==> src/rtl/rmq_pkg.sv <==
// Shared types, codes and width helpers for the rotation matrix to quaternion unit.
`default_nettype none

package rmq_pkg;

  localparam int unsigned FracBitsDefault = 14;

  localparam logic [1:0] BranchTrace = 2'd0;
  localparam logic [1:0] BranchZ     = 2'd1;
  localparam logic [1:0] BranchX     = 2'd2;
  localparam logic [1:0] BranchY     = 2'd3;

  typedef enum logic [1:0] {
    StatusOk      = 2'd0,
    StatusBadAxis = 2'd1,
    StatusZeroLen = 2'd2
  } status_e;

  typedef struct packed {
    logic signed [15:0] m_xx;
    logic signed [15:0] m_xy;
    logic signed [15:0] m_xz;
    logic signed [15:0] m_yx;
    logic signed [15:0] m_yy;
    logic signed [15:0] m_yz;
    logic signed [15:0] m_zx;
    logic signed [15:0] m_zy;
    logic signed [15:0] m_zz;
  } rmq_in_t;

  typedef struct packed {
    logic signed [15:0] q_x;
    logic signed [15:0] q_y;
    logic signed [15:0] q_z;
    logic signed [15:0] q_w;
    logic [1:0]         branch_used;
    logic [1:0]         status;
  } rmq_out_t;

  // Side information that travels with the chosen candidate.
  typedef struct packed {
    logic [1:0] branch;
    logic [1:0] status;
    logic [3:0] neg;
  } rmq_tag_t;

  // Width of a candidate component magnitude for a given fraction width.
  function automatic int unsigned mag_width(input int unsigned frac);
    return (frac >= 17) ? frac + 1 : 18;
  endfunction

endpackage

`default_nettype wire

==> src/rtl/rmq_outbuf.sv <==
// Two-entry output buffer that decouples the pipeline from the result consumer.
`default_nettype none

module rmq_outbuf (
  input  logic              clk_i,
  input  logic              rst_ni,
  input  logic              push_i,
  input  rmq_pkg::rmq_out_t data_i,
  output logic              full_o,
  output logic              valid_o,
  input  logic              ready_i,
  output rmq_pkg::rmq_out_t data_o
);
  import rmq_pkg::*;

  rmq_out_t   mem_q [2];
  logic       wr_ptr_q, rd_ptr_q;
  logic [1:0] cnt_q, cnt_d;
  logic       pop;

  assign pop   = valid_o & ready_i;
  assign cnt_d = cnt_q + 2'(push_i) - 2'(pop);

  always_ff @(posedge clk_i or negedge rst_ni) begin
    if (!rst_ni) begin
      wr_ptr_q <= 1'b0;
      rd_ptr_q <= 1'b0;
      cnt_q    <= 2'd0;
    end else begin
      if (push_i) begin
        wr_ptr_q <= ~wr_ptr_q;
      end
      if (pop) begin
        rd_ptr_q <= ~rd_ptr_q;
      end
      cnt_q <= cnt_d;
    end
  end

  always_ff @(posedge clk_i) begin
    if (push_i) begin
      mem_q[wr_ptr_q] <= data_i;
    end
  end

  assign full_o  = cnt_q == 2'd2;
  assign valid_o = cnt_q != 2'd0;
  assign data_o  = mem_q[rd_ptr_q];

endmodule

`default_nettype wire

==> config.mk <==
export PLATFORM = sky130hd
export DESIGN_NAME = rmq_outbuf
export DESIGN_NICKNAME = d
export VERILOG_FILES = /design/src/rtl/rmq_pkg.sv /design/src/rtl/rmq_outbuf.sv
export SDC_FILE = /design/constraint.sdc
export NUM_CORES = 1
export LEC_CHECK = 0
export ABC_CLOCK_PERIOD_IN_PS = 3750
export BUFFER_PORTS_ARGS = -buffer_cell sky130_fd_sc_hd__buf_2
export CELL_PAD_IN_SITES_DETAIL_PLACEMENT = 0
export CELL_PAD_IN_SITES_GLOBAL_PLACEMENT = 1
export CORE_UTILIZATION = 39
export DETAILED_ROUTE_END_ITERATION = 10
export PLACE_DENSITY = 0.85
export RECOVER_POWER = 50
export SYNTH_ARGS = -nofsm -noshare
export SYNTH_HDL_FRONTEND = slang
export SYNTH_SLANG_ARGS = --single-unit
==> constraint.sdc <==
create_clock -name clk_i -period 3.75 [get_ports clk_i]
set_clock_uncertainty 0.2 [all_clocks]
set_input_delay 0.75 -clock clk_i [delete_from_list [all_inputs] [get_ports clk_i]]
set_output_delay 0.75 -clock clk_i [all_outputs]
set_load 0.02 [all_outputs]
==> flow_summary.json <==
{
  "critPathBufInv": 1,
  "ys_seq_elements": 140,
  "clock_power_share": 0.306,
  "numCtsBuffers": 17,
  "cp_max_fo": 69,
  "syn_inst": 229,
  "p_int_mw": 3.83,
  "dr_total_vias": 2614,
  "syn_to_final_growth_pct": 28.0,
  "grt_pass1_wl_um": 12800,
  "synthMuxAreaShare": 0.156,
  "power_leakage_nw": 2.45,
  "worstHoldPathCells": 1,
  "ant_nets": 0,
  "clockBufferDepth": 2,
  "synth_fa_ha_area_frac": 0.00486,
  "gr-usage-all-layers": 0.131,
  "layout_commonest_cell": "edfxtp_1",
  "p_sw_frac": 0.297,
  "ctsResizeCount": 0,
  "slew_headroom": -0.429,
  "hold_viol": 0,
  "critical_path_class": "flop to output port",
  "setup_viol": 0,
  "via_per_inst": 4.59,
  "drt_wl_total_um": 8850,
  "die_y_um": 117,
  "synth_largest_area_cell": "edfxtp_1",
  "hold_path_class": "input port to flop",
  "synth_xor_area_frac": 0.00680,
  "place_hpwl_um": 5520,
  "n_antenna_cell": 0,
  "die_w_um": 117,
  "coreArea_mm2": 0.0127,
  "ir_drop_uv": 685,
  "p_switching_mw": 1.62,
  "cp.required_ns": 2.80,
  "syn_nets": 303,
  "synth_compound_area_frac": 0.00146,
  "final_cell_mix": "136 x edfxtp_1, 111 x buf_2, 58 x mux2_2, 37 x clkbuf_1, 17 x clkbuf_16",
  "cts_tree": "built",
  "wire_per_inst_um": 15.6,
  "slowest_stage": "dfrtp_4",
  "worstRegToRegCells": 2,
  "port_buffers": 141,
  "final_max_slew_viol_count": 70,
  "violations": "capacitance limit, slew limit",
  "syn_area_mm2": 0.00515,
  "yosys_warnings": 0,
  "antenna_found_initial": 0,
  "place_congestion": 0.658,
  "r2r_slack_ns": 1.00,
  "start_util": 0.405,
  "path_clk_slew_ns": 0.06,
  "synth-simple-area-share": 0.00486,
  "dp.cells": 536,
  "grt_pass1_vias": 2668,
  "cp.arrival_ns": 2.12,
  "cellPowerDensity_mw_per_mm2": 827,
  "layout-drive-gt1-share": 0.526,
  "setup_tns_ns": 0,
  "synthTopCellsByArea": "edfxtp_1 79%, mux2_2 13%, mux2_4 2.9%, dfrtp_1 1.9%, buf_2 0.49%",
  "drc": 0,
  "synth_top_family_by_area": "multiplexers",
  "layoutNonFillerInstCount": 569,
  "ioPinCount": 142,
  "maxCapViolations": 2,
  "seqPwrFrac": 0.426,
  "worst_slew_pin_slew_ns": 2.14,
  "worstSkewPairLatency_ns": 0.41,
  "cts.htree.levels": 4,
  "min_period_ns": 3.07,
  "drtIter0Drc": 136,
  "nNetsFinal": 458,
  "max_freq_mhz": 325,
  "hold_buffers": 1,
  "root_buffer": "clkbuf_16",
  "finish.utilization": 0.518,
  "critPathMaxStageDelay_ns": 1.08,
  "grt_max_degree": 70,
  "crit_path_end_kind": "output port",
  "clock-sinks": 140,
  "synth_top_area_share": 0.793,
  "rows": 41,
  "crit_family": "flip-flops",
  "die_area_mm2": 0.0137,
  "ys_types": 15,
  "drt_first_pass_iters": 4,
  "nFillCells": 1081,
  "cts_setup_buffers": 0,
  "p_comb_frac": 0.267,
  "avgSynthCellArea_um2": 22.5,
  "status": "finished, violations left",
  "crit_cells": 2,
  "rsz0062_at_grt": "false",
  "yosysSeqAreaShare": 0.812,
  "crit_chain": "mux2_2, buf_2",
  "finalCritPeriodShare": 0.820,
  "gr-total-overflow": 0,
  "critPathLaunchType": "flop"
}
[cells by family after synthesis]
group           count (synthesis)
mux                            68
flops                         140
fa+ha+maj                       2
buf+inv                        10
compound gates                  1
simple gates                    4
xor+xnor                        4
[path summary, 6_finish.rpt]
| kind | startpoint | to |
|---|---|---|
| max | rd_ptr_q | data_o[26] |
| min | data_i[22] | mem_q[0][22] |
| max reg2reg | wr_ptr_q | mem_q[0][23] |
| min reg2reg | wr_ptr_q | wr_ptr_q |
| max in group asynchronous | rst_ni | rd_ptr_q |
| min in group asynchronous | rst_ni | cnt_q[0] |
[per-layer routing]
| layer | global-route usage | vias to the layer above | wire, um |
|---|---|---|---|
| met3 | 0.0458 | 14 | 534 |
| met4 | 0.0759 | 0 | 148 |
| met5 | 0 | - | 0 |
| li1 | - | 1215 | - |
| met2 | 0.221 | 95 | 4540 |
| met1 | 0.145 | 1290 | 3620 |
[cell type report]
type	count	area, um2	area share
clock buffers	25	485	0.0736
clock inverters	7	113	0.0171
inverters	2	7.51	0.00114
multi-input cells	79	898	0.136
flip-flops and latches	140	4190	0.635
well taps	172	215	0.0326
repair buffers	144	686	0.104
[power groups by stage]
stage               Clock [mW]  Sequential, mW  Combinational, mW
finish                    1.67            2.32               1.46
global route              1.77            2.37               1.57
CTS                       1.71            2.32               1.50
detailed placement           0            2.35               1.49
global placement             0            2.34               1.47
floorplan                    0            2.18               1.21
[cells in the mapped netlist, drive strengths merged]
master / instances
edfxtp: 136
mux2: 68
buf: 8
dfrtp: 4
ha: 2
inv: 2
nor2b: 2
xnor2: 2
xor2: 2
and2: 1
o21a: 1
or2: 1
[stage by stage]
stage | worst slack [ns] | hold slack (ns) | instance area (um2) | power, mW
5_1_grt | 0.580 | 0.306 | 6590 | 5.71
3_3_place_gp | 1.10 | 0.330 | 6040 | 3.81
3_5_place_dp | 1.09 | 0.358 | 6040 | 3.84
6_report | 0.676 | 0.326 | 6590 | 5.45
4_1_cts | 0.638 | 0.301 | 6650 | 5.53
2_1_floorplan | 0.585 | 0.254 | 5150 | 3.38
[registers in the layout (all words and copies together) (netlist names)]
register,count
rd_ptr_q,1
wr_ptr_q,1
mem_q,136
cnt_q,2
(Power assumes the default switching activity.)
