$ cat src/rtl/rmq_pkg.sv
// Shared types, codes and width helpers for the rotation matrix to quaternion unit.
`default_nettype none

package rmq_pkg;

  localparam int unsigned FracBitsDefault = 14;

  localparam logic [1:0] BranchTrace = 2'd0;
  localparam logic [1:0] BranchZ     = 2'd1;
  localparam logic [1:0] BranchX     = 2'd2;
  localparam logic [1:0] BranchY     = 2'd3;

  typedef enum logic [1:0] {
    StatusOk      = 2'd0,
    StatusBadAxis = 2'd1,
    StatusZeroLen = 2'd2
  } status_e;

  typedef struct packed {
    logic signed [15:0] m_xx;
    logic signed [15:0] m_xy;
    logic signed [15:0] m_xz;
    logic signed [15:0] m_yx;
    logic signed [15:0] m_yy;
    logic signed [15:0] m_yz;
    logic signed [15:0] m_zx;
    logic signed [15:0] m_zy;
    logic signed [15:0] m_zz;
  } rmq_in_t;

  typedef struct packed {
    logic signed [15:0] q_x;
    logic signed [15:0] q_y;
    logic signed [15:0] q_z;
    logic signed [15:0] q_w;
    logic [1:0]         branch_used;
    logic [1:0]         status;
  } rmq_out_t;

  // Side information that travels with the chosen candidate.
  typedef struct packed {
    logic [1:0] branch;
    logic [1:0] status;
    logic [3:0] neg;
  } rmq_tag_t;

  // Width of a candidate component magnitude for a given fraction width.
  function automatic int unsigned mag_width(input int unsigned frac);
    return (frac >= 17) ? frac + 1 : 18;
  endfunction

endpackage

`default_nettype wire

$ cat src/rtl/rmq_div.sv
// Pipelined rounding divider for the four components, one quotient bit per stage.
`default_nettype none

module rmq_div #(
  parameter int unsigned FracBits = rmq_pkg::FracBitsDefault,
  localparam int unsigned MagW  = rmq_pkg::mag_width(FracBits),
  localparam int unsigned RootW = MagW + 1,
  localparam int unsigned QuoW  = FracBits + 1
) (
  input  logic                  clk_i,
  input  logic                  rst_ni,
  input  logic                  en_i,
  input  logic                  valid_i,
  input  logic [RootW-1:0]      root_i,
  input  logic [3:0][MagW-1:0]  mag_i,
  input  rmq_pkg::rmq_tag_t     tag_i,
  output logic                  valid_o,
  output logic [3:0][QuoW-1:0]  quo_o,
  output rmq_pkg::rmq_tag_t     tag_o
);
  import rmq_pkg::*;

  localparam int unsigned NumW = MagW + FracBits + 1;

  logic [3:0][NumW-1:0]  num;
  logic                  v_s    [QuoW+1];
  rmq_tag_t              tag_s  [QuoW+1];
  logic [3:0][QuoW-1:0]  quo_s  [QuoW+1];
  logic [RootW-1:0]      root_s [QuoW];
  logic [3:0][RootW-1:0] rem_s  [QuoW];
  logic [3:0][QuoW-1:0]  low_s  [QuoW];

  // Numerator is |c| * ONE plus half the divisor, so the quotient rounds half up.
  always_comb begin
    for (int j = 0; j < 4; j++) begin
      num[j] = NumW'({mag_i[j], {FracBits{1'b0}}}) + NumW'(root_i[RootW-1:1]);
    end
  end

  always_ff @(posedge clk_i or negedge rst_ni) begin
    if (!rst_ni) begin
      v_s[0] <= 1'b0;
    end else if (en_i) begin
      v_s[0] <= valid_i;
    end
  end

  // The upper numerator bits are already below the divisor, as the quotient fits QuoW bits.
  always_ff @(posedge clk_i) begin
    if (en_i) begin
      tag_s[0]  <= tag_i;
      root_s[0] <= root_i;
      for (int j = 0; j < 4; j++) begin
        rem_s[0][j] <= RootW'(num[j][NumW-1:QuoW]);
        low_s[0][j] <= num[j][QuoW-1:0];
      end
    end
  end

  assign quo_s[0] = '0;

  for (genvar k = 0; k < QuoW; k++) begin : g_step
    logic [3:0][RootW:0]   rem_sh;
    logic [3:0][RootW:0]   diff;
    logic [3:0]            ge;
    logic [3:0][RootW-1:0] rem_nx;

    always_comb begin
      for (int j = 0; j < 4; j++) begin
        rem_sh[j] = {rem_s[k][j], low_s[k][j][QuoW-1]};
        diff[j]   = rem_sh[j] - {1'b0, root_s[k]};
        ge[j]     = rem_sh[j] >= {1'b0, root_s[k]};
        rem_nx[j] = ge[j] ? diff[j][RootW-1:0] : rem_sh[j][RootW-1:0];
      end
    end

    always_ff @(posedge clk_i or negedge rst_ni) begin
      if (!rst_ni) begin
        v_s[k+1] <= 1'b0;
      end else if (en_i) begin
        v_s[k+1] <= v_s[k];
      end
    end

    always_ff @(posedge clk_i) begin
      if (en_i) begin
        tag_s[k+1] <= tag_s[k];
        for (int j = 0; j < 4; j++) begin
          quo_s[k+1][j] <= {quo_s[k][j][QuoW-2:0], ge[j]};
        end
      end
    end

    if (k + 1 < QuoW) begin : g_rem
      always_ff @(posedge clk_i) begin
        if (en_i) begin
          root_s[k+1] <= root_s[k];
          for (int j = 0; j < 4; j++) begin
            rem_s[k+1][j] <= rem_nx[j];
            low_s[k+1][j] <= low_s[k][j] << 1;
          end
        end
      end
    end
  end

  assign valid_o = v_s[QuoW];
  assign quo_o   = quo_s[QuoW];
  assign tag_o   = tag_s[QuoW];

endmodule

`default_nettype wire

$ cat config.mk
export PLATFORM = sky130hd
export DESIGN_NAME = rmq_div
export DESIGN_NICKNAME = d
export VERILOG_FILES = /design/src/rtl/rmq_pkg.sv /design/src/rtl/rmq_div.sv
export SDC_FILE = /design/constraint.sdc
export NUM_CORES = 2
export LEC_CHECK = 0
export BUFFER_PORTS_ARGS = -buffer_cell sky130_fd_sc_hd__buf_2
export CORE_UTILIZATION = 56
export CTS_CLUSTER_SIZE = 12
export DETAILED_ROUTE_END_ITERATION = 10
export PLACE_DENSITY = 0.74
export RECOVER_POWER = 25
export SYNTH_ARGS = -nofsm -noshare
export SYNTH_HDL_FRONTEND = slang
export SYNTH_SLANG_ARGS = --single-unit
$ cat constraint.sdc
create_clock -name clk_i -period 7.8 [get_ports clk_i]
set_clock_uncertainty 0.15 [all_clocks]
set_input_delay 0 -clock clk_i [delete_from_list [all_inputs] [get_ports clk_i]]
set_output_delay 0 -clock clk_i [all_outputs]
set_load 0.1 [all_outputs]
==> results_dict.tcl <==
set metrics [dict create \
    status "complete, but fails checks" \
    violations "max-capacitance violations, max-slew violations" \
    synth.avg_cell_area_um2 11.15 \
    rsz0062_at_grt "false" \
    p_leak_nw 55.72 \
    critPathKind "in2reg" \
    rows 173 \
    initial_core_util 0.5654 \
    drt.antenna.violating_nets 0 \
    ys_seq_elements 2049 \
    clk_pin_slew_worst_paths_ps 60 \
    ys.flop_type "edfxtp_1" \
    clock-sinks 2049 \
    dp.cells 14250 \
    synth_compound_area_frac 0.1539 \
    cts_buffer_depth 3 \
    setup-tns-final_ps 0 \
    grt_pass1_wl_um 555300 \
    fmax_mhz 178.6 \
    ys_warn_count 0 \
    io_pins 172 \
    sw_frac_of_total 0.4026 \
    power_density_nw_per_um2 433.2 \
    async_reset_ff_frac 0.007809 \
    io_buffer_count 171 \
    p_int_mw 36.25 \
    period_needed_ps 5598 \
    maxCapViolCount 3 \
    cp-end-kind "register" \
    critPathMaxFanout 170 \
    grt_pass1_vias 89150 \
    synthMuxAreaShare 0.04668 \
    dpl_worst_slack_ps 3064 \
    synth_edf_count 2033 \
    coreArea_um2 223000 \
    synth_fp_nets 12580 \
    wirelength_um 375900 \
    htree_levels 4 \
    highest_layer "met5" \
    wl_met3_um 28270 \
    combPwrFrac 0.487 \
    synth_area_leaders "edfxtp_1 (48%), ha_1 (11%), mux2_2 (4.1%)" \
    postSynthCellCount 11310 \
    synth_xor_area_frac 0.05892 \
    die_h_um 476.4 \
    final_util 0.6283 \
    layout-drive-gt1-share 0.09694 \
    mostFrequentLayoutCells "edfxtp_1 (2033), ha_1 (1114), a21oi_1 (844), o21ai_0 (810), nand2_1 (786)" \
    synth_area_um2 126000 \
    worstSetupStartpointType "primary input" \
    synthDistinctLibCells 90 \
    cts_tree "done" \
    gp_congestion 0.9888 \
    flow.area_growth_from_synthesis_pct 11.12 \
    drt_iter0_markers 9385 \
    fin_crit_sh 0.7177 \
    required_ps 8120 \
    final_common_cell "edfxtp_1" \
    nFillCells 17330 \
    peakVddDrop_mv 0.2721 \
    power.total_mw 60.68 \
    grt_overflow 0 \
    synth_top_family_by_area "compound AO/OA/AOI/OAI gates" \
    slew_headroom -2.964 \
    drc 0 \
    power_switching_mw 24.43 \
    ys_seq_area_frac 0.4875 \
    seq_power_share 0.338 \
    setup_viol 0 \
    fin_cells 14910 \
    cts-root-buf "clkbuf_16" \
    synthSimpleGateAreaFrac 0.1040 \
    cts_resized 0 \
    grt_antenna_before_repair 18 \
    tightest_slew_ps 5947 \
    via_count 92300 \
    yosysTopAreaCell "edfxtp_1" \
    hold_path.class "in2reg" \
    hold_viol 0 \
    dp_hpwl_um 286900 \
    vias_per_cell 6.192 \
    die_area_um2 227000 \
    yosys.area.top_type_share 0.4843 \
    dr_wl_met2_um 172700 \
    grt_max_degree 187 \
    worstPathArrival_ps 5920 \
    drv_slew 257 \
    cts_buffers 221 \
    grtUsageTotal 0.3234 \
    drtPass1Iterations 8 \
    nNetsFinal 13040 \
    clkPwrFrac 0.175 \
    die_w_um 476.4 \
    synthAdderAreaFrac 0.1201 \
    avgRoutedWirePerCell_um 25.22 \
    setup_ws_ps 2202 \
    clock_latency_ps 890 \
    wl_met1_um 156500 \
]
[worst max-delay path, stage by stage]
cell and delay, ps:
dlygate4sd3_1 580, buf_12 410, clkbuf_1 3920, buf_12 570
[cells in the mapped netlist, types with 184 or more instances]
master	count
ha_1	1114
a21oi_1	847
xor2_1	312
nand2_1	786
xnor2_1	536
mux2_2	458
inv_1	602
edfxtp_1	2033
nor2_1	733
a21o_1	378
nor2b_1	184
o21ai_0	813
[cells by family (layout without fill, tap and decap cells)]
family                   count (synthesis)  in the layout
AND/OR/NAND/NOR                       2741           2741
other                                    0              6
flip-flops                            2049           2049
multiplexers                           528            528
adder cells (fa/ha/maj)               1174           1174
buffers and inverters                  881           1499
AO/OA/AOI/OAI                         3086           3086
XOR/XNOR                               848            848
[cell type report]
cell class | instances | area, µm² | area share
clock buffers | 264 | 5776 | 0.04123
clock inverters | 124 | 1485 | 0.01060
multi-input cells | 8377 | 61230 | 0.4371
well taps | 2975 | 3722 | 0.02657
diodes | 6 | 15.01 | 0.0001072
repair buffers | 508 | 4129 | 0.02948
inverters | 603 | 2263 | 0.01616
flip-flops and latches | 2049 | 61450 | 0.4387
[power by group through the flow]
stage / combinational [mW] / sequential [mW] / clock, mW
4_1_cts: 29.1 / 20.4 / 10.8
5_1_grt: 32.3 / 20.7 / 11.2
2_1_floorplan: 22.1 / 18.6 / 0
3_3_place_gp: 28.0 / 20.6 / 0
6_report: 29.6 / 20.5 / 10.6
3_5_place_dp: 28.7 / 20.6 / 0
[worst paths after layout]
check                               from            end  slack, ps  cells past startpoint
max reg2reg                root_s[1][79]  rem_s[1][445]       2920                     12
min                                 en_i   tag_s[0][24]         20                      2
min reg2reg                   quo_s[155]      quo_s[96]        240                      0
min in group asynchronous         rst_ni        v_s[15]        140                      3
max                                 en_i  rem_s[1][227]       2200                      4
max in group asynchronous         rst_ni         v_s[4]       6920                      3
[state kept, by name, summed over array words and instances, names as in the netlist]
signal   flops
low_s       18
quo_o       60
quo_s      420
rem_s     1136
root_s     271
tag_s      128
v_s         15
valid_o      1
[through the flow]
stage                     hold WS, ps  cell area [µm²]
final                           19.17           140100
after global routing            24.02           140100
after CTS                       25.12           140100
after detailed placement       -220.6           130200
after global placement         -232.3           130200
after floorplan                -445.6           126100
[metal layers]
layer,vias up,GRT usage
met4,2,0.1422
met1,44820,0.4250
met5,-,0
li1,43310,-
met3,683,0.06093
met2,3489,0.5215
[what timing repair did]
| item | CTS | global route |
|---|---|---|
| hold buffers | 260 | 0 |
| hold endpoints to repair | 770 | 0 |
| setup buffers | 0 | 0 |
No activity file was read; power rests on OpenSTA's default activity.
