**src/rtl/rmq_pkg.sv**
```systemverilog
// Shared types, codes and width helpers for the rotation matrix to quaternion unit.
`default_nettype none

package rmq_pkg;

  localparam int unsigned FracBitsDefault = 14;

  localparam logic [1:0] BranchTrace = 2'd0;
  localparam logic [1:0] BranchZ     = 2'd1;
  localparam logic [1:0] BranchX     = 2'd2;
  localparam logic [1:0] BranchY     = 2'd3;

  typedef enum logic [1:0] {
    StatusOk      = 2'd0,
    StatusBadAxis = 2'd1,
    StatusZeroLen = 2'd2
  } status_e;

  typedef struct packed {
    logic signed [15:0] m_xx;
    logic signed [15:0] m_xy;
    logic signed [15:0] m_xz;
    logic signed [15:0] m_yx;
    logic signed [15:0] m_yy;
    logic signed [15:0] m_yz;
    logic signed [15:0] m_zx;
    logic signed [15:0] m_zy;
    logic signed [15:0] m_zz;
  } rmq_in_t;

  typedef struct packed {
    logic signed [15:0] q_x;
    logic signed [15:0] q_y;
    logic signed [15:0] q_z;
    logic signed [15:0] q_w;
    logic [1:0]         branch_used;
    logic [1:0]         status;
  } rmq_out_t;

  // Side information that travels with the chosen candidate.
  typedef struct packed {
    logic [1:0] branch;
    logic [1:0] status;
    logic [3:0] neg;
  } rmq_tag_t;

  // Width of a candidate component magnitude for a given fraction width.
  function automatic int unsigned mag_width(input int unsigned frac);
    return (frac >= 17) ? frac + 1 : 18;
  endfunction

endpackage

`default_nettype wire

```
**src/rtl/rmq_isqrt.sv**
```systemverilog
// Pipelined integer square root, one result bit per register stage.
`default_nettype none

module rmq_isqrt #(
  parameter int unsigned FracBits = rmq_pkg::FracBitsDefault,
  localparam int unsigned MagW  = rmq_pkg::mag_width(FracBits),
  localparam int unsigned RootW = MagW + 1,
  localparam int unsigned LenW  = 2 * RootW
) (
  input  logic                  clk_i,
  input  logic                  rst_ni,
  input  logic                  en_i,
  input  logic                  valid_i,
  input  logic [LenW-1:0]       len_i,
  input  logic [3:0][MagW-1:0]  mag_i,
  input  rmq_pkg::rmq_tag_t     tag_i,
  output logic                  valid_o,
  output logic [RootW-1:0]      root_o,
  output logic [3:0][MagW-1:0]  mag_o,
  output rmq_pkg::rmq_tag_t     tag_o
);
  import rmq_pkg::*;

  localparam int unsigned RemW = RootW + 2;

  logic                 v_s    [RootW+1];
  logic [RootW-1:0]     root_s [RootW+1];
  logic [3:0][MagW-1:0] mag_s  [RootW+1];
  rmq_tag_t             tag_s  [RootW+1];
  logic [RemW-1:0]      rem_s  [RootW];
  logic [LenW-1:0]      rad_s  [RootW];

  assign v_s[0]    = valid_i;
  assign root_s[0] = '0;
  assign mag_s[0]  = mag_i;
  assign tag_s[0]  = tag_i;
  assign rem_s[0]  = '0;
  assign rad_s[0]  = len_i;

  for (genvar k = 0; k < RootW; k++) begin : g_step
    logic [RemW-1:0] rem_sh;
    logic [RemW-1:0] trial;
    logic            ge;

    // Bring down the next two radicand bits and try root*4+1.
    assign rem_sh = {rem_s[k][RemW-3:0], rad_s[k][LenW-1 -: 2]};
    assign trial  = {root_s[k], 2'b01};
    assign ge     = rem_sh >= trial;

    always_ff @(posedge clk_i or negedge rst_ni) begin
      if (!rst_ni) begin
        v_s[k+1] <= 1'b0;
      end else if (en_i) begin
        v_s[k+1] <= v_s[k];
      end
    end

    always_ff @(posedge clk_i) begin
      if (en_i) begin
        root_s[k+1] <= {root_s[k][RootW-2:0], ge};
        mag_s[k+1]  <= mag_s[k];
        tag_s[k+1]  <= tag_s[k];
      end
    end

    if (k + 1 < RootW) begin : g_rem
      always_ff @(posedge clk_i) begin
        if (en_i) begin
          rem_s[k+1] <= ge ? rem_sh - trial : rem_sh;
          rad_s[k+1] <= rad_s[k] << 2;
        end
      end
    end
  end

  assign valid_o = v_s[RootW];
  assign root_o  = root_s[RootW];
  assign mag_o   = mag_s[RootW];
  assign tag_o   = tag_s[RootW];

endmodule

`default_nettype wire

```
**config.mk**
```make
export PLATFORM = sky130hd
export DESIGN_NAME = rmq_isqrt
export DESIGN_NICKNAME = d
export VERILOG_FILES = /design/src/rtl/rmq_pkg.sv /design/src/rtl/rmq_isqrt.sv
export SDC_FILE = /design/constraint.sdc
export NUM_CORES = 2
export LEC_CHECK = 0
export BUFFER_PORTS_ARGS = -buffer_cell sky130_fd_sc_hd__buf_2
export CAP_MARGIN = 0
export CORE_MARGIN = 2
export CORE_UTILIZATION = 38
export CTS_CLUSTER_DIAMETER = 200
export DETAILED_ROUTE_END_ITERATION = 8
export PLACE_DENSITY = 0.51
export SYNTH_ARGS = -nofsm -noshare
export SYNTH_HDL_FRONTEND = slang
export SYNTH_SLANG_ARGS = --single-unit
```
**constraint.sdc**
```tcl
create_clock -name clk_i -period 3.45 [get_ports clk_i]
set_input_delay 0.1725 -clock clk_i [delete_from_list [all_inputs] [get_ports clk_i]]
set_output_delay 0.1725 -clock clk_i [all_outputs]
set_load 0.005 [all_outputs]
```
==> flow_metrics.env <==
export IMPL_post_drt_via_cell_ratio=4.59
export IMPL_synthesis_area_um2=85900
export IMPL_route_final_wire_length_um=129000
export IMPL_ys_ff_latch=2391
export IMPL_proportion_of_layout_cells_with_a_drive_suffix_above_1_pct=13.8
export IMPL_die_w_um=480
export IMPL_max_slew_margin_pct=41.7
export IMPL_synth_top_cells_by_area="sky130_fd_sc_hd__edfxtp_1 (83%), sky130_fd_sc_hd__ha_1 (3.1%), sky130_fd_sc_hd__xnor2_1 (1.3%)"
export IMPL_tightest_slew_ps=872
export IMPL_setup_total_negative_slack_ps=0
export IMPL_io_buffers=221
export IMPL_power_density_cell_area_nw_per_um2=667
export IMPL_finalSetupViolCount=0
export IMPL_grt_first_pass_wirelength_um=206000
export IMPL_max_clock_path_buffers=4
export IMPL_synthesis_yosys_warnings=0
export IMPL_placedInstanceArea_um2=91200
export IMPL_setup_ws_ps=341
export IMPL_dpl_cell_count=7772
export IMPL_htree_num_levels=5
export IMPL_n_fill_cell=19300
export IMPL_crit_start_category="register"
export IMPL_synthDominantCellAreaShare_pct=82.9
export IMPL_yosysUniqueCellTypes=77
export IMPL_synthArstFlopShare_pct=0.795
export IMPL_io_pins=222
export IMPL_outcome="completed"
export IMPL_synth_yosys_seq_area_share_pct=83.4
export IMPL_setup_worst_path_class="reg2reg"
export IMPL_drt_antenna_violating_nets=0
export IMPL_drt_first_pass_iters=6
export IMPL_number_of_hold_violations_in_the_final_report=0
export IMPL_final_net_count=5624
export IMPL_first_iter_violations=2807
export IMPL_clock_latency_ps=880
export IMPL_grt_max_degree=130
export IMPL_critical_path_reg2reg_endpoint="g_step[3].rem_sh[18]$_DFFE_PP_"
export IMPL_unrepaired_setup_endpoints_after_global_routing="false"
export IMPL_critPathArrivalTime_ps=3740
export IMPL_post_route_utilization_pct=45.3
export IMPL_ys_flop_type="sky130_fd_sc_hd__edfxtp_1"
export IMPL_detailed_place_hpwl_um=78000
export IMPL_cap_violations=0
export IMPL_worst_setup_hold_path_clk_slew_ps=60
export IMPL_design_die_area_um2=230000
export IMPL_place_congestion=0.876
export IMPL_wl_per_cell_um=15.2
export IMPL_tritoncts_num_sinks=2391
export IMPL_synth_nets=4910
export IMPL_timing_hold_worst_start="mag_i[0]"
export IMPL_cp_end_kind="register"
export IMPL_static_leakage_power_nw=36.6
export IMPL_start_util_pct=38.2
export IMPL_tritoncts_num_buffers=275
export IMPL_clockRootBuffer="sky130_fd_sc_hd__clkbuf_16"
export IMPL_drt_drc_violations_left=0
export IMPL_area_sequential_um2=71700
export IMPL_grt_antenna_before_repair=3
export IMPL_globalRouteTotalUtil_pct=11.1
export IMPL_reg2reg_slack_ps=340
export IMPL_cp_data_required_time_ps=4080
export IMPL_final_instance_count_without_filler_cells=8472
export IMPL_power_mw=67.9
export IMPL_cts_tree="built"
export IMPL_fp_dieH_um=480
export IMPL_final_min_clock_period_ps=3110
export IMPL_finalInstanceArea_um2=102000
export IMPL_max_clock_freq_ghz=0.322
export IMPL_min_delay_path_class="in2reg"
export IMPL_timing_final_crit_share_pct=90.1
export IMPL_cp_max_fo=7
export IMPL_setup_worst_path_start="g_step[2].rem_sh[18]$_DFFE_PP_"
export IMPL_leading_area_contributor_after_synthesis="sky130_fd_sc_hd__edfxtp_1"
export IMPL_area_growth_syn_to_layout_pct=18.4
export IMPL_synth_enable_flop_cells=2372
export IMPL_detailedPlace_worstSlack_ps=369
export IMPL_finalClockSkew_ps=60.6
export IMPL_postCtsSetupBuffers=0
export IMPL_final_max_slew_viol_count=0
export IMPL_core_rowCount=174
export IMPL_floorplan_core_area_um2=225000
export IMPL_grt_remaining_overflow=0
export IMPL_multiInputGateArea_um2=12500
export IMPL_rr_worst_depth=8
export IMPL_syn_instance_count=4578
export IMPL_reg2reg_from="g_step[2].rem_sh[18]$_DFFE_PP_"
export IMPL_hold_slack_ps=69.3
export IMPL_crit_path_end="g_step[3].rem_sh[18]$_DFFE_PP_"
export IMPL_routed_via_count=38900
export IMPL_syn_avg_cell_area_um2=18.8
export IMPL_hold_depth=2
export IMPL_power_ir_vdd_worst_uv=442
export IMPL_vias_in_the_first_global_route=39500
[layout make-up]
class,instances,share of cell area [%]
Tap cell,2992,3.68
Clock inverter,136,1.01
Multi-Input combinational cell,1809,12.3
Antenna cell,2,0.00492
Inverter,257,0.948
Sequential cell,2391,70.5
Timing Repair Buffer,558,4.47
Clock buffer,327,7.12
[cells by family after synthesis]
| group | synth area share, % |
|---|---|
| compound gates | 4.22 |
| xor+xnor | 2.47 |
| fa+ha+maj | 3.06 |
| buf+inv | 2.00 |
| flops | 83.4 |
| mux | 0.710 |
| other cells | 0.00436 |
| simple gates | 4.11 |
[layout by cell type (no fill, tap or decap), drive strengths merged, types with 8 or more instances in the layout]
master,n
nor2b,28
xnor2,132
o21a,43
nor3b,8
clkbuf,327
nand3b,8
a21oi,194
a2111oi,11
nor4,34
nor3,67
buf,323
nand3,43
or4,19
mux2,48
nor2,208
xor2,110
o21ai,149
dfrtp,19
ha,210
bufinv,13
or2,13
nand2b,37
a21o,37
inv,262
nand4,27
clkinvlp,12
o21bai,17
clkinv,106
o31ai,15
a211oi,20
dlygate4sd3,235
edfxtp,2372
nand2,167
or3,27
o211ai,13
[routing by layer]
metal	track usage, %	vias to the layer above	share of wire (%)
li1	-	18900	-
met1	13.5	18900	43
met2	18.8	678	49
met3	2.39	380	3.8
met4	5.32	0	4.4
met5	0	-	0
[cells in the mapped netlist (all sizes together) (11+ instances only)]
library cell / count
xnor2: 132
or2: 13
nand4: 27
nor2b: 28
a211oi: 20
o21ai: 149
a2111oi: 11
buf: 83
dfrtp: 19
ha: 210
nand2b: 37
edfxtp: 2372
a21o: 37
o21bai: 17
o21a: 43
a21oi: 194
nand3: 43
nor4: 34
nor3: 67
or3: 27
mux2: 48
nor2: 208
or4: 19
o211ai: 13
xor2: 110
o31ai: 15
inv: 257
clkbuf: 38
nand2: 167
[power by group]
group,internal [mW],leakage [nW],switching (mW)
Combinational,2.40,9.33,3.08
Sequential,34.8,23.3,0.966
Clock,15.9,4.03,10.8
Total,53.1,36.6,14.9
[what timing repair did]
action                                 4_1_cts  5_1_grt
hold buffers                               235        0
endpoints found under the hold margin      306        0
resized for setup                            0        0
[flip-flops by register name (all words and copies together) (netlist names)]
name / count
g_step.rem_sh: 356
g_step.trial: 171
mag_o: 72
mag_s: 1296
rad_s: 306
root_o: 19
tag_o: 8
tag_s: 144
v_s: 18
valid_o: 1
[critical path, cell delays in order, from the launching register on]
cell and delay (ps):
sky130_fd_sc_hd__edfxtp_1 450, sky130_fd_sc_hd__or4_4 600, sky130_fd_sc_hd__or4b_1 570, sky130_fd_sc_hd__nor4_2 440, sky130_fd_sc_hd__inv_1 200, sky130_fd_sc_hd__nand3b_1 200, sky130_fd_sc_hd__or3_2 190, sky130_fd_sc_hd__nor3_1 60
sky130_fd_sc_hd__xor2_1 140
[worst min-delay path by stage]
stage and to:
2_1_floorplan v_s[10]$_DFFE_PN0P_, 3_3_place_gp valid_o$_DFFE_PN0P_, 3_5_place_dp valid_o$_DFFE_PN0P_, 4_1_cts rad_s[661]$_DFFE_PP_, 5_1_grt mag_s[1296]$_DFFE_PP_, 6_report mag_s[1296]$_DFFE_PP_
(Power assumes the default switching activity.)
